## config.mk

```make
export PLATFORM = sky130hd
export DESIGN_NAME = blp_walker
export DESIGN_NICKNAME = d
export VERILOG_FILES = /design/src/rtl/core/blp_pkg.sv /design/src/rtl/core/blp_walker.sv
export SDC_FILE = /design/constraint.sdc
export NUM_CORES = 1
export LEC_CHECK = 0
export ABC_AREA = 1
export BUFFER_PORTS_ARGS = -buffer_cell sky130_fd_sc_hd__buf_2
export CORE_ASPECT_RATIO = 1.4
export CORE_MARGIN = 10
export CORE_UTILIZATION = 29
export CTS_CLUSTER_SIZE = 30
export DETAILED_ROUTE_END_ITERATION = 10
export SLEW_MARGIN = 10
export SYNTH_ARGS = -nofsm -noshare
export SYNTH_HDL_FRONTEND = slang
export SYNTH_SLANG_ARGS = --single-unit
```

## constraint.sdc

```tcl
create_clock -name clk_i -period 5.5 [get_ports clk_i]
set_input_delay 0.275 -clock clk_i [delete_from_list [all_inputs] [get_ports clk_i]]
set_output_delay 0.275 -clock clk_i [all_outputs]
set_load 0.02 [all_outputs]
```

## src/rtl/core/blp_pkg.sv

```systemverilog
// Shared constants and types of the line plotter: defaults, request codes and inter-module structs.
package blp_pkg;

  // Default frame store geometry.
  localparam int ROW_BYTES_DEF = 32;
  localparam int ROWS_DEF      = 128;

  // Mask of the leftmost pixel within a byte.
  localparam logic [7:0] PIXEL_MASK = 8'h80;

  // Request function codes.
  localparam logic FUNC_DRAW = 1'b0;
  localparam logic FUNC_READ = 1'b1;

  // One pixel from the line walker.
  typedef struct packed {
    logic       valid;
    logic       last;
    logic [7:0] x;
    logic [6:0] y;
  } pix_t;

  // One access to the frame store; the byte address travels beside it.
  typedef struct packed {
    logic       valid;
    logic       is_read;
    logic       in_range;
    logic [7:0] mask;
  } fs_req_t;

  // Status of the frame store towards the controller.
  typedef struct packed {
    logic       clearing;
    logic       s1_busy;
    logic [7:0] rd_data;
  } fs_stat_t;

endpackage

```

## src/rtl/core/blp_walker.sv

```systemverilog
// Bresenham line walker that issues one pixel of the line per cycle.
module blp_walker (
  input  logic              clk_i,
  input  logic              rst_ni,
  input  logic              load_i,
  input  logic [7:0]        x_start_i,
  input  logic [6:0]        y_start_i,
  input  logic [7:0]        x_end_i,
  input  logic [6:0]        y_end_i,
  output blp_pkg::pix_t     pix_o,
  output logic [8:0]        count_o
);

  logic              active_q, active_d;
  logic [7:0]        x_q, x_d, x1_q;
  logic [6:0]        y_q, y_d, y1_q;
  logic signed [10:0] dx_q, dy_q, err_q, err_d;
  logic              sx_neg_q, sy_neg_q;
  logic [8:0]        cnt_q, cnt_d;

  logic signed [10:0] ddx, ddy, adx, ady;
  logic signed [11:0] e2;
  logic              step_x, step_y, at_end;

  // Absolute deltas of the new line, worked out at load time.
  always_comb begin
    ddx = $signed({3'b000, x_end_i}) - $signed({3'b000, x_start_i});
    ddy = $signed({4'b0000, y_end_i}) - $signed({4'b0000, y_start_i});
    adx = (ddx < 0) ? -ddx : ddx;
    ady = (ddy < 0) ? -ddy : ddy;
  end

  // Error-term decision for the current pixel.
  always_comb begin
    at_end = (x_q == x1_q) && (y_q == y1_q);
    e2     = {err_q, 1'b0};
    step_x = (e2 >= $signed({dy_q[10], dy_q}));
    step_y = (e2 <= $signed({dx_q[10], dx_q}));
  end

  // Next position, error and pixel count.
  always_comb begin
    active_d = active_q;
    x_d      = x_q;
    y_d      = y_q;
    err_d    = err_q;
    cnt_d    = cnt_q;
    if (active_q) begin
      cnt_d = cnt_q + 9'd1;
      if (at_end) begin
        active_d = 1'b0;
      end else begin
        err_d = err_q + (step_x ? dy_q : 11'sd0) + (step_y ? dx_q : 11'sd0);
        if (step_x) begin
          x_d = sx_neg_q ? x_q - 8'd1 : x_q + 8'd1;
        end
        if (step_y) begin
          y_d = sy_neg_q ? y_q - 7'd1 : y_q + 7'd1;
        end
      end
    end
  end

  // Control state.
  always_ff @(posedge clk_i or negedge rst_ni) begin
    if (!rst_ni) begin
      active_q <= 1'b0;
    end else if (load_i) begin
      active_q <= 1'b1;
    end else begin
      active_q <= active_d;
    end
  end

  // Walker datapath registers.
  always_ff @(posedge clk_i) begin
    if (load_i) begin
      x_q      <= x_start_i;
      y_q      <= y_start_i;
      x1_q     <= x_end_i;
      y1_q     <= y_end_i;
      dx_q     <= adx;
      dy_q     <= -ady;
      err_q    <= adx - ady;
      sx_neg_q <= !(x_start_i < x_end_i);
      sy_neg_q <= !(y_start_i < y_end_i);
      cnt_q    <= 9'd0;
    end else begin
      x_q   <= x_d;
      y_q   <= y_d;
      err_q <= err_d;
      cnt_q <= cnt_d;
    end
  end

  assign pix_o.valid = active_q;
  assign pix_o.last  = active_q && at_end;
  assign pix_o.x     = x_q;
  assign pix_o.y     = y_q;
  assign count_o     = cnt_q;

`ifndef SYNTHESIS
  // A line never walks more pixels than the longest line holds.
  a_count_bound: assert property (@(posedge clk_i) disable iff (!rst_ni)
    active_q |-> (cnt_q <= 9'd255))
    else $error("line walker count overran");
`endif

endmodule

```

==> results of run 1 <==
-- sequential cells by signal, indices dropped and copies added (netlist names) --
register	flops
err_q	11
x_q	8
dy_q	11
y_q	7
count_o	9
x1_q	8
dx_q	11
sx_neg_q	1
y1_q	7
active_q	1
sy_neg_q	1
-- critical path, stage by stage (launching register included) --
cell	delay (ns)
edfxtp_1	0.44
ha_1	0.32
nand2_1	0.08
inv_1	0.07
nand2_1	0.07
nand2_1	0.07
nand2_1	0.09
nand3_1	0.06
nand2_1	0.06
nand3_1	0.44
nand2_1	0.20
inv_1	0.07
fa_1	0.45
ha_1	0.27
fa_1	0.41
nand3_1	0.10
nand2_1	0.07
nand2_1	0.08
nand2_1	0.05
a21oi_1	0.18
nor2_1	0.08
o21ai_0	0.15
nand2_1	0.08
nor2_1	0.08
o21ai_0	0.09
-- worst max-delay path by stage --
stage,startpoint,endpoint,slack [ns],cells past startpoint
after floorplan,err_q[10],err_q[9],1.68,25
after detailed placement,err_q[9],err_q[9],1.21,23
final,err_q[2],err_q[9],1.19,24
after CTS,err_q[2],err_q[9],1.17,24
after global routing,dx_q[10],err_q[9],0.71,25
after global placement,err_q[2],err_q[9],1.24,24
-- per-stage QoR --
step           total power, W  instances  worst slack, ns
2_1_floorplan         0.00269        768             1.68
3_3_place_gp          0.00328       1078             1.24
3_5_place_dp          0.00330       1078             1.21
4_1_cts               0.00395       1095             1.17
5_1_grt               0.00433       1095            0.707
6_report              0.00390       1095             1.19
-- power by group --
group / internal (W) / switching (W) / total, W
combinational: 0.000864 / 0.00141 / 0.00227
clock: 0.000393 / 0.000237 / 0.000630
sequential: 0.000848 / 0.000154 / 0.00100
total: 0.00211 / 0.00180 / 0.00390
-- cells in the final DEF, fill, tap and decap left out, drive strengths merged, types with 5 or more instances in the layout --
| master | netlist | routed |
|---|---|---|
| nand3 | 31 | 31 |
| a21oi | 50 | 50 |
| nand2 | 154 | 154 |
| xnor2 | 14 | 14 |
| buf | 1 | 60 |
| inv | 146 | 146 |
| nor3 | 17 | 17 |
| edfxtp | 65 | 65 |
| nand4 | 11 | 11 |
| dfxtp | 9 | 9 |
| xor2 | 28 | 28 |
| fa | 16 | 16 |
| a31oi | 5 | 5 |
| ha | 71 | 71 |
| conb | 2 | 5 |
| o21ai | 50 | 50 |
| nor2 | 55 | 55 |
| clkbuf | 9 | 10 |
-- cell families (layout without fill, tap and decap cells) --
logic type               count (synthesis)  after routing  share of synthesized area
AO/OA/AOI/OAI                          124            124                      0.108
XOR/XNOR                                42             42                     0.0626
adder cells (fa/ha/maj)                 87             87                      0.194
buffers and inverters                  156            223                     0.0948
flip-flops                              75             75                      0.346
multiplexers                             1              1                    0.00160
other                                    2              5                    0.00120
AND/OR/NAND/NOR                        278            278                      0.193
-- final cells by class --
type                    instances  area (um2)
well taps                     260         325
multi-input cells             537        3500
fillers                      2179       14000
flip-flops and latches         75        2160
repair buffers                 61         315
clock inverters                 6        80.1
inverters                     146         551
clock buffers                  10         229
-- per-layer routing --
| layer | vias to the layer above | part of all wire | track usage |
|---|---|---|---|
| li1 | 2638 | - | - |
| met1 | 2376 | 0.40 | 0.117 |
| met2 | 49 | 0.56 | 0.224 |
| met3 | 18 | 0.018 | 0.0137 |
| met4 | 0 | 0.023 | 0.0472 |
| met5 | - | 0 | 0 |
-- timing repair --
item,4_1_cts,5_1_grt
hold buffers,1,0
endpoints found under the setup margin,0,0
setup buffers,0,0
gates resized for setup,0,0
endpoints found under the hold margin,1,0
==> impl_metrics.toml, run 1 <==
[grt]
antenna_found_initial = 0
grt_pass1_wl_um = 25700
grt_pass1_vias = 5300
grt_use_total = 0.115
globalRouteOverflowTotal = 0
grt_max_degree = 44

[yosys]
async_flop_share = 0.0133
synth_commonest_cells = "nand2_1, inv_1, ha_1"
syn-cell-area_mm2 = 0.00624
synth_most_common_cell = "nand2_1"
ys_ff_latch = 75
synth_edf_count = 65
ys_types = 46
ys_seq_area_frac = 0.346
synth_top_cell_by_area = "edfxtp_1"
synth_top_cell_area_share = 0.313
synth_area_leaders = "edfxtp_1, ha_1, nand2_1"
avgSynthCellArea_um2 = 8.16
ys.flop_type = "edfxtp_1"
ys.warnings.count = 0
syn-instance-count = 765

[setup_path]
worstReg2RegStart = "err_q[2]"
setup.worst_path.end_class = "register"
regToRegSetupSlack_ns = 1.19
crit_type = "register to register"
reg2reg_to = "err_q[9]"
cp-start-kind = "register"
required_ns = 5.59
reg2reg_depth = 24
path_max_fanout = 14
arrival_ns = 4.40

[floorplanning]
ioPinCount = 59
initial_core_util = 0.294
die_x_um = 144
core_region_area_mm2 = 0.0212
fp.dieH_um = 194
dieArea_mm2 = 0.0279
rows = 63

[clock_network]
cts.clk_slew.worst_paths_ns = 0.06
cts.sinks = 75
clock_path_buffers = 2
htreeDepth = 3
cts_tree = "done"
clockRootBuffer = "clkbuf_16"
cts_buffers = 9
clkLatencyLatePin_ns = 0.35

[placed_design]
post_dp_cell_area_mm2 = 0.00684
dp_hpwl_um = 12800
portBuffers = 58
place_congestion = 0.867

[pwr]
ir_drop_mv = 0.258
p_per_area_mw_per_mm2 = 545
leakage_nw = 3.61

[worst_hold_path]
holdPathEnd = "y1_q[2]"
hold_start = "y_end_i[2]"
hp-class = "input pin to register"
holdPathStages = 1

[sta]
fin_hold_ws_ns = 0.123
rsz0062_at_grt = "no"
worstMarginPinSlew_ns = 0.673
fin_skew_ns = 0.00931
fmax_ghz = 0.232
max_slew_margin = 0.551
setup_viol = 0
post-route-period-util = 0.784
finalHoldViolCount = 0
period_minus_slack_ns = 4.31
slew_violations = 0
tns_ns = 0

[detailed_routing]
drt_pass1_iterations = 4
route.detailed.drc = 0
vias = 5081
wl_per_cell_um = 14.2
drt-total-wl_um = 15500
drtAntennaViolNets = 0
via_per_inst = 4.64
drt-initial-drc-count = 184

[finish]
final_area_mm2 = 0.00716
drive_above_1_share = 0.111
diodes = 0
nets = 950
final_core_util = 0.338
area_growth_pct = 14.7

[flow_run]
cap_violations = 0

[outcome]
outcome = "complete, no violations"
Note: power is estimated with default switching activity, not from simulation.
==> run 2, diff against run 1 <==
- clock period: 5.5 -> 3.6 ns (I/O delays scaled with it)
==> run 2 against run 1 <==
  * Maximum frequency rose by 16%
  * Critical path type unchanged
  * Sequential power is 53% higher
  * The run now ends with setup timing left
  * Global-route usage increased by 0.39 points
  * Flip-flop and latch count is the same
  * Register-to-register slack got worse by 1.3 ns
  * Clock skew down 0.0018 ns
  * Highest routed layer unchanged
  * Largest cell class unchanged
  * Critical path depth fell by 1
  * Utilization up 3.1 points
==> impl_metrics.toml, run 2 (synthesized netlist as in run 1, its figures left out) <==
[finish]
area_growth_pct = 25.2
final_core_util = 0.369
instances_no_fill = 1153
fill_cells = 2166
final_area_mm2 = 0.00782
diodes = 0
layout_common_cells = "nand2_1, inv_1, edfxtp_1"
drive_above_1_share = 0.224
nets = 1008
reg_top3 = "dx_q x11, dy_q x11, err_q x11"
final_common_cell = "nand2_1"

[floorplanning]
rows = 63
die_x_um = 144
dieArea_mm2 = 0.0279
ioPinCount = 59
fp.dieH_um = 194
initial_core_util = 0.294
core_region_area_mm2 = 0.0212

[clock_network]
cts.sinks = 75
clockRootBuffer = "clkbuf_16"
cts_tree = "done"
clock_path_buffers = 2
htreeDepth = 3
clkLatencyLatePin_ns = 0.35
cts.clk_slew.worst_paths_ns = 0.06
cts_buffers = 9

[setup_path]
critical_path_buf_inv_count = 3
cp-start-kind = "register"
cpPeakStageDelay_ns = 0.53
critPathSlowestCell = "fa_1"
cp_cell_sequence = "ha_4 -> nand2_2 -> inv_2 -> nand2_2 -> nor2_2 -> nand2_1 -> nand4_1 -> nand3_2 -> buf_6 -> nand2_4 -> inv_2 -> fa_1 -> fa_2 -> nand3_2 -> nand2_2 -> nand2_2 -> nand2_2 -> a21oi_4 -> nor2_4 -> o21ai_2 -> nand2_1 -> nor2_1 -> o21ai_1"
required_ns = 3.70
worstReg2RegStart = "err_q[10]"
worstSetupStartpoint = "err_q[10]"
setup.worst_path.end_class = "register"
cp_common_cell = "nand2_2"
crit_type = "register to register"
path_max_fanout = 4
arrival_ns = 3.81
cp_top_family = "adder cells"

[sta]
worstMarginPinSlew_ns = 0.538
fmax_ghz = 0.269
max_slew_margin = 0.642
fin_ws_ns = -0.112
post-route-period-util = 1.03
fin_skew_ns = 0.00753
slew_violations = 0
setup_viol = 4
period_minus_slack_ns = 3.71
rsz0062_at_grt = "yes"
finalHoldViolCount = 0

[detailed_routing]
drt-total-wl_um = 16300
drt-initial-drc-count = 154
route.detailed.drc = 0
via_per_inst = 4.62
drt_pass1_iterations = 5
wl_per_cell_um = 14.2
drtAntennaViolNets = 0
vias = 5330

[grt]
grt_pass1_vias = 5621
grt_max_degree = 42
grt_pass1_wl_um = 26600
globalRouteOverflowTotal = 0
grt_use_total = 0.119
antenna_found_initial = 0

[outcome]
violations = "setup timing"
outcome = "complete, but fails checks"

[pwr]
leakage_nw = 3.89
ir_drop_mv = 0.462
p_per_area_mw_per_mm2 = 954

[placed_design]
portBuffers = 58
dp_hpwl_um = 13200
post_dp_cell_area_mm2 = 0.00720
place_congestion = 0.841
dp.cells = 1122

[flow_run]
cap_violations = 0

[worst_hold_path]
hold_start = "y_end_i[3]"
hp-class = "input pin to register"
[run 2: final cells by class]
cell class	instances	area, um2	area share
clock buffers	10	229	0.0293
inverters	146	551	0.0704
clock inverters	6	41.3	0.00528
multi-input cells	537	3720	0.477
well taps	260	325	0.0416
repair buffers	119	787	0.101
flip-flops and latches	75	2160	0.276
[run 2: metrics by stage]
step	worst slack [ns]	hold WS, ns	total power (W)	setup TNS (ns)
after floorplan	0.0110	-0.116	0.00417	0
after global placement	-0.227	-0.0388	0.00557	-0.518
after detailed placement	-0.325	-0.0401	0.00562	-0.872
after CTS	-0.173	0.0179	0.00686	-0.249
after global routing	-0.324	0.0199	0.00815	-1.28
final	-0.112	0.0298	0.00745	-0.236
[run 2: path summary, 6_finish.rpt]
kind                               to  slack [ns]  cells past startpoint
setup / recovery             err_q[9]       -0.11                     23
hold / removal                y1_q[3]        0.03                      1
setup reg to reg             err_q[9]       -0.11                     23
hold reg to reg            count_o[3]        0.52                      1
max in group asynchronous    active_q        3.37                      2
min in group asynchronous    active_q        0.15                      2
[run 2: what timing repair did]
| item | in CTS | in global routing |
|---|---|---|
| hold endpoints to repair | 1 | 0 |
| buffers inserted | 7 | 7 |
| endpoints found under the setup margin | 5 | 5 |
| hold buffers | 1 | 0 |
| cloned | 0 | 1 |
| pin swaps | 27 | 34 |
| gates resized for setup | 24 | 36 |
[run 2: per-layer routing]
layer	vias up	track usage	part of all wire
li1	2751	-	-
met1	2486	0.122	0.39
met2	66	0.224	0.54
met3	27	0.0132	0.022
met4	0	0.0631	0.040
met5	-	0	0
[run 2: report_power, final]
part,total (W),switching [W],internal [W]
clock,0.000837,0.000371,0.000466
sequential,0.00153,0.000231,0.00129
combinational,0.00509,0.00275,0.00234
total,0.00745,0.00335,0.00411
